--- config.mk ---
export PLATFORM = sky130hd
export DESIGN_NAME = wtr_ctrl
export DESIGN_NICKNAME = d
export VERILOG_FILES = /design/src/rtl/core/wtr_pkg.sv /design/src/rtl/core/wtr_ctrl.sv
export SDC_FILE = /design/constraint.sdc
export NUM_CORES = 1
export LEC_CHECK = 0
export BUFFER_PORTS_ARGS = -buffer_cell sky130_fd_sc_hd__buf_2
export CAP_MARGIN = 10
export CELL_PAD_IN_SITES_DETAIL_PLACEMENT = 0
export CELL_PAD_IN_SITES_GLOBAL_PLACEMENT = 1
export CORE_AREA = 8 8 45 47
export CTS_CLUSTER_SIZE = 10
export DETAILED_ROUTE_END_ITERATION = 6
export DIE_AREA = 0 0 53 55
export PLACE_DENSITY_LB_ADDON = 0.1
export SLEW_MARGIN = 25
export SYNTH_ARGS = -nofsm -noshare
export SYNTH_HDL_FRONTEND = slang
export SYNTH_SLANG_ARGS = --single-unit
--- constraint.sdc ---
create_clock -name clk -period 1.4 [get_ports clk]
set_clock_uncertainty 0.05 [all_clocks]
set_input_delay 0.07 -clock clk [delete_from_list [all_inputs] [get_ports clk]]
set_output_delay 0.07 -clock clk [all_outputs]
set_load 0.005 [all_outputs]
--- src/rtl/core/wtr_pkg.sv ---
// shared types and constants for the wavelet tree rank block
`timescale 1ns / 1ps
`default_nettype none
package wtr_pkg;

	localparam int SymW   = 8;
	localparam int PosW   = 10;
	localparam int CountW = 11;
	localparam int SigmaW = 9;
	localparam logic [SigmaW-1:0] MaxSigma = 9'd256;

	localparam logic ActAppend = 1'b0;
	localparam logic ActQuery  = 1'b1;

	typedef struct packed {
		logic            action;
		logic [SymW-1:0] symbol;
		logic [PosW-1:0] position;
		logic            last;
	} in_item_t;

	typedef struct packed {
		logic [CountW-1:0] count;
		logic              error;
	} out_item_t;

	// controller to datapath
	typedef struct packed {
		logic take;
		logic issue;
		logic emit;
	} cmd_t;

	// datapath to controller
	typedef struct packed {
		logic is_query;
		logic q_err;
		logic scan_last;
		logic out_free;
	} stat_t;

endpackage
`default_nettype wire

--- src/rtl/core/wtr_ctrl.sv ---
// sequencer for append, query scan and result hand-off
`timescale 1ns / 1ps
`default_nettype none
module wtr_ctrl (
	input  wire logic          clk,
	input  wire logic          arst_n,
	input  wire logic          in_valid,
	output logic               in_stall,
	input  wire wtr_pkg::stat_t st,
	output wtr_pkg::cmd_t      cmd
);

	typedef enum logic [3:0] {
		S_IDLE  = 4'b0001,
		S_SCAN  = 4'b0010,
		S_DRAIN = 4'b0100,
		S_DONE  = 4'b1000
	} state_t;

	state_t state_q, state_d;

	always_comb begin
		state_d   = state_q;
		cmd.take  = 1'b0;
		cmd.issue = 1'b0;
		cmd.emit  = 1'b0;
		in_stall  = (state_q != S_IDLE);
		case (state_q)
			S_IDLE: begin
				if (in_valid) begin
					cmd.take = 1'b1;
					if (st.is_query) begin
						state_d = st.q_err ? S_DONE : S_SCAN;
					end
				end
			end
			S_SCAN: begin
				cmd.issue = 1'b1;
				if (st.scan_last) begin
					state_d = S_DRAIN;
				end
			end
			S_DRAIN: begin
				state_d = S_DONE;
			end
			S_DONE: begin
				if (st.out_free) begin
					cmd.emit = 1'b1;
					state_d  = S_IDLE;
				end
			end
			default: begin
				state_d = S_IDLE;
			end
		endcase
	end

	always_ff @(posedge clk or negedge arst_n) begin
		if (!arst_n) begin
			state_q <= S_IDLE;
		end else begin
			state_q <= state_d;
		end
	end

	a_query_scans: assert property (@(posedge clk) disable iff (!arst_n)
		cmd.take && st.is_query && !st.q_err |=> state_q == S_SCAN)
		else $error("valid query did not start a scan");

	a_err_skips: assert property (@(posedge clk) disable iff (!arst_n)
		cmd.take && st.is_query && st.q_err |=> state_q == S_DONE)
		else $error("failed query did not go to result");

	a_append_idle: assert property (@(posedge clk) disable iff (!arst_n)
		cmd.take && !st.is_query |=> state_q == S_IDLE)
		else $error("append left idle");

endmodule
`default_nettype wire

=== Word-level counts from Yosys, hierarchy flattened ===
Index checks and enable logic that the tools add are counted.

* Output and inout bits: 4
* Input bits: 7
* Flip-flop bits (word level): 4
* Logic and storage cells: 22

* Eq/ne operators: 9
* Multiplexer cells: 11
* Reduce and logical (&&, ||, !) cells: 1

{| class="wikitable"
|+ Operator list
! kind !! count
|-
| two-way mux 4 bit || 5
|-
| case mux 4 bit (4 select lines) || 1
|-
| != test 2 bit (second input constant) || 4
|-
| two-way mux 1 bit || 5
|-
| equality test 4 x 1 -> 1 bit (second input constant) || 1
|-
| equality test 4 x 2 -> 1 bit (second input constant) || 1
|-
| equality test 4 x 3 -> 1 bit (second input constant) || 1
|-
| equality test 4 bit (second input constant) || 1
|-
| != test 4 x 1 -> 1 bit (second input constant) || 1
|-
| AND reduction 4 bit || 1
|}

=== Depth between registers and ports, before layout ===
* Word-level depth: 4
* Mapped depth: 3
* Mapped depth without buffers: 3

=== Worst setup path after synthesis ===
Ideal clock, no wire load.

* Kind: register to register
* From: register state_q[0]
* To: register state_q[3]
* Period minus slack after synthesis: 1.232 ns
* Data required time: 1.286 ns
* Library setup time: 0.064 ns
* Buffers on the path: 0
* Arrival time: 1.118 ns
* Setup slack: 0.168 ns
* Stages on the path, launching flop included: 4
* Cells stage by stage: dfstp_2 -> nor4b_2 -> and3_1 -> a21o_1

* Longest elaborated chain between the ends: 3

{| class="wikitable"
|+ Ends and longest elaborated chain
! what !! line !! source
|-
| start: declaration || wtr_ctrl.sv:20 || <nowiki>state_t state_q, state_d;</nowiki>
|-
| start signal: assignment || wtr_ctrl.sv:62 || <nowiki>state_q <= state_d;</nowiki>
|-
| equality test 4 x 1 -> 1 bit, or another cell as far along || wtr_ctrl.sv:28 || <nowiki>case (state_q)</nowiki>
|-
| != test 2 bit (no line) || n/a ||
|-
| AND reduction 4 bit (no line) || n/a ||
|}

Parallel ways exist; a longest one is shown, timed or not.
A chain may end at the register's enable or synchronous reset.

==> metrics.txt <==
final worst slack=-0.0427 ns; post-synthesis instance area=219 um^2; Die ar.=2920 um^2; peak fanout along the critical path=4; Via density=3.93; port bufs=10; antenna violations before repair=0; Pleak=0.181 nW; Starting Density=15.8%; Regs by FF count=state_q (4); FF-to-FF path depth=3; largest cells by area after synthesis=dfrtp_1 (34%), nor4b_2 (14%), dfstp_2 (12%); Slew headroom=76.6%; Worst EP required=1.28 ns; n_diodes=0; DR pass1 iterations=2; area leader, netlist=dfrtp_1; Final #Nets=46; Critical path origin=state_q[0]$_DFFE_PN1P_; Root Driver=clkbuf_4; Worst Setup EP=cmd[2]; area delta synth->final=65.1%; Die Ht=55 um; reg-to-reg startpoint=state_q[2]$_DFFE_PN0P_; Final setup viols=1; Worst setup EP type=output port; Worst-Skew Late Latency=0.24 ns; Max Fclk=693 MHz; total CTS buffers=3; Final Critical Period=1.44 ns; startpoint types=flop; CTS sink count=4; fillcell total=160; largest net degree at the start of global routing=6; worst hold path class=in -> reg; DP Worst Slack=0.0803 ns; unrepaired setup endpoints after global routing=true; Iter 0 DRT Violations=1; row cnt=14; WL/cell=9.76 um; maximum vdd drop=287 uV; final routed DRC violation total=0; CTS tree=done; DR vias=212; kind of critical path=reg -> out; number of flip-flops under the largest register name=4; share of post-route cells with drive strength above 1=47.4%; Yosys top cell area share=34.3%; setup total negative slack=-0.0427 ns; syn_area_per_cell=10.9 um^2; register bit total from synthesis=4; Syn Nets=27; clock-pin slew on the worst setup and hold paths=0.04 ns; placer congestion estimate=0.636; global-route wire length before repair=917 um; status=finished, violations left; total I/O pin count=11; Worst-Margin Slew=0.351 ns; Slew Viols, Final=0; CP arrival=1.32 ns; Clock Path Buffers=2; Hold Violations, Final=0; Reg2Reg Setup Slack=0.10 ns; GRT Overall Usage=4.60%; antenna viol nets, final=0; part of the cycle the worst path needs=103%; Die X=53 um; Biggest register=state_q; Mapped Cells=20; H-tree Lvls=1; failing checks=setup timing; CORE AREA=1380 um^2; synth unique cells=15; power per cell area=992 nW/um^2; global route overflow=0; vias in the first global route=233; Max-Cap Viols=0; Yosys Warn Count=0; r2r endpoint=state_q[3]$_DFFE_PN0P_; sequential fraction of the synthesis area=46.3%; final wirelength=527 um
[worst max-delay path, stage by stage (launching register included)]
cell and delay (ns):
dfstp_2 0.56, nor4b_4 0.25, and2_1 0.17, buf_2 0.11
[final cells by class]
cell class,count,area (um^2),share of cell area (%)
clock buffers,4,26.3,7.27
inverters,2,7.51,2.08
multi-input cells,14,119,32.9
flip-flops and latches,4,101,28.0
well taps,16,20.0,5.54
repair buffers,14,87.6,24.2
[layer usage]
| metal | global-route usage [%] | part of all wire (%) | up-vias |
|---|---|---|---|
| li1 | - | - | 110 |
| met1 | 3.52 | 35 | 99 |
| met2 | 7.42 | 60 | 3 |
| met3 | 1.34 | 4.2 | 0 |
| met4 | 7.76 | 0 | 0 |
| met5 | 0 | 0 | - |
[cell usage after synthesis, drive strengths merged]
library cell	n
dfrtp	3
and2	2
inv	2
nor4b	2
a211oi	1
a21o	1
and3	1
dfstp	1
nand2	1
nand2b	1
nand3	1
nor3	1
nor4	1
o22ai	1
or3b	1
[cell families (layout without fill, tap and decap cells)]
group / count (synthesis) / after routing / synth area share [%]
AO/OA/AOI/OAI: 3 / 3 / 12.0
flip-flops: 4 / 4 / 46.3
buffers and inverters: 2 / 20 / 3.43
AND/OR/NAND/NOR: 11 / 11 / 38.3
[worst min-delay path by stage]
stage / from / to / slack [ns] / cells after the start
2_1_floorplan: arst_n / state_q[1]$_DFFE_PN0P_ / -0.28 / 0
3_3_place_gp: arst_n / state_q[2]$_DFFE_PN0P_ / -0.17 / 1
3_5_place_dp: arst_n / state_q[2]$_DFFE_PN0P_ / -0.17 / 1
4_1_cts: st[3] / state_q[1]$_DFFE_PN0P_ / 0.07 / 3
5_1_grt: st[3] / state_q[1]$_DFFE_PN0P_ / 0.08 / 3
6_report: st[3] / state_q[1]$_DFFE_PN0P_ / 0.06 / 3
[per-stage QoR]
stage | std cells | utilization [%] | cell area (um^2) | power (mW) | hold WS [ns]
after floorplan | 20 | - | 219 | 0.158 | -0.276
after global placement | 46 | 20.9 | 289 | 0.184 | -0.170
after detailed placement | 46 | 20.9 | 289 | 0.185 | -0.172
after CTS | 54 | 26.1 | 362 | 0.368 | 0.0684
after global routing | 54 | 26.1 | 362 | 0.382 | 0.0789
final | 54 | 26.1 | 362 | 0.359 | 0.0616
[power breakdown]
| group | internal [mW] | total, mW | switching (mW) |
|---|---|---|---|
| logic | 0.0420 | 0.0653 | 0.0233 |
| registers | 0.125 | 0.135 | 0.0101 |
| clock network | 0.107 | 0.158 | 0.0512 |
[repair_timing]
action | in CTS | in global routing
cloned | 0 | 0
pin swaps | 0 | 1
resized for setup | 1 | 0
endpoints found under the setup margin | 2 | 3
setup buffers | 1 | 0
hold buffers | 3 | 0
endpoints found under the hold margin | 6 | 0
[cells in the final DEF (no fill, tap or decap), drive strengths merged]
cell type    count
buf             11
clkbuf           4
dlygate4sd3      3
dfrtp            3
inv              2
and2             2
nor4b            2
nand2            1
nor4             1
and3             1
or3b             1
nand2b           1
a211oi           1
a21o             1
nand3            1
o22ai            1
nor3             1
dfstp            1
(Power assumes the default switching activity.)
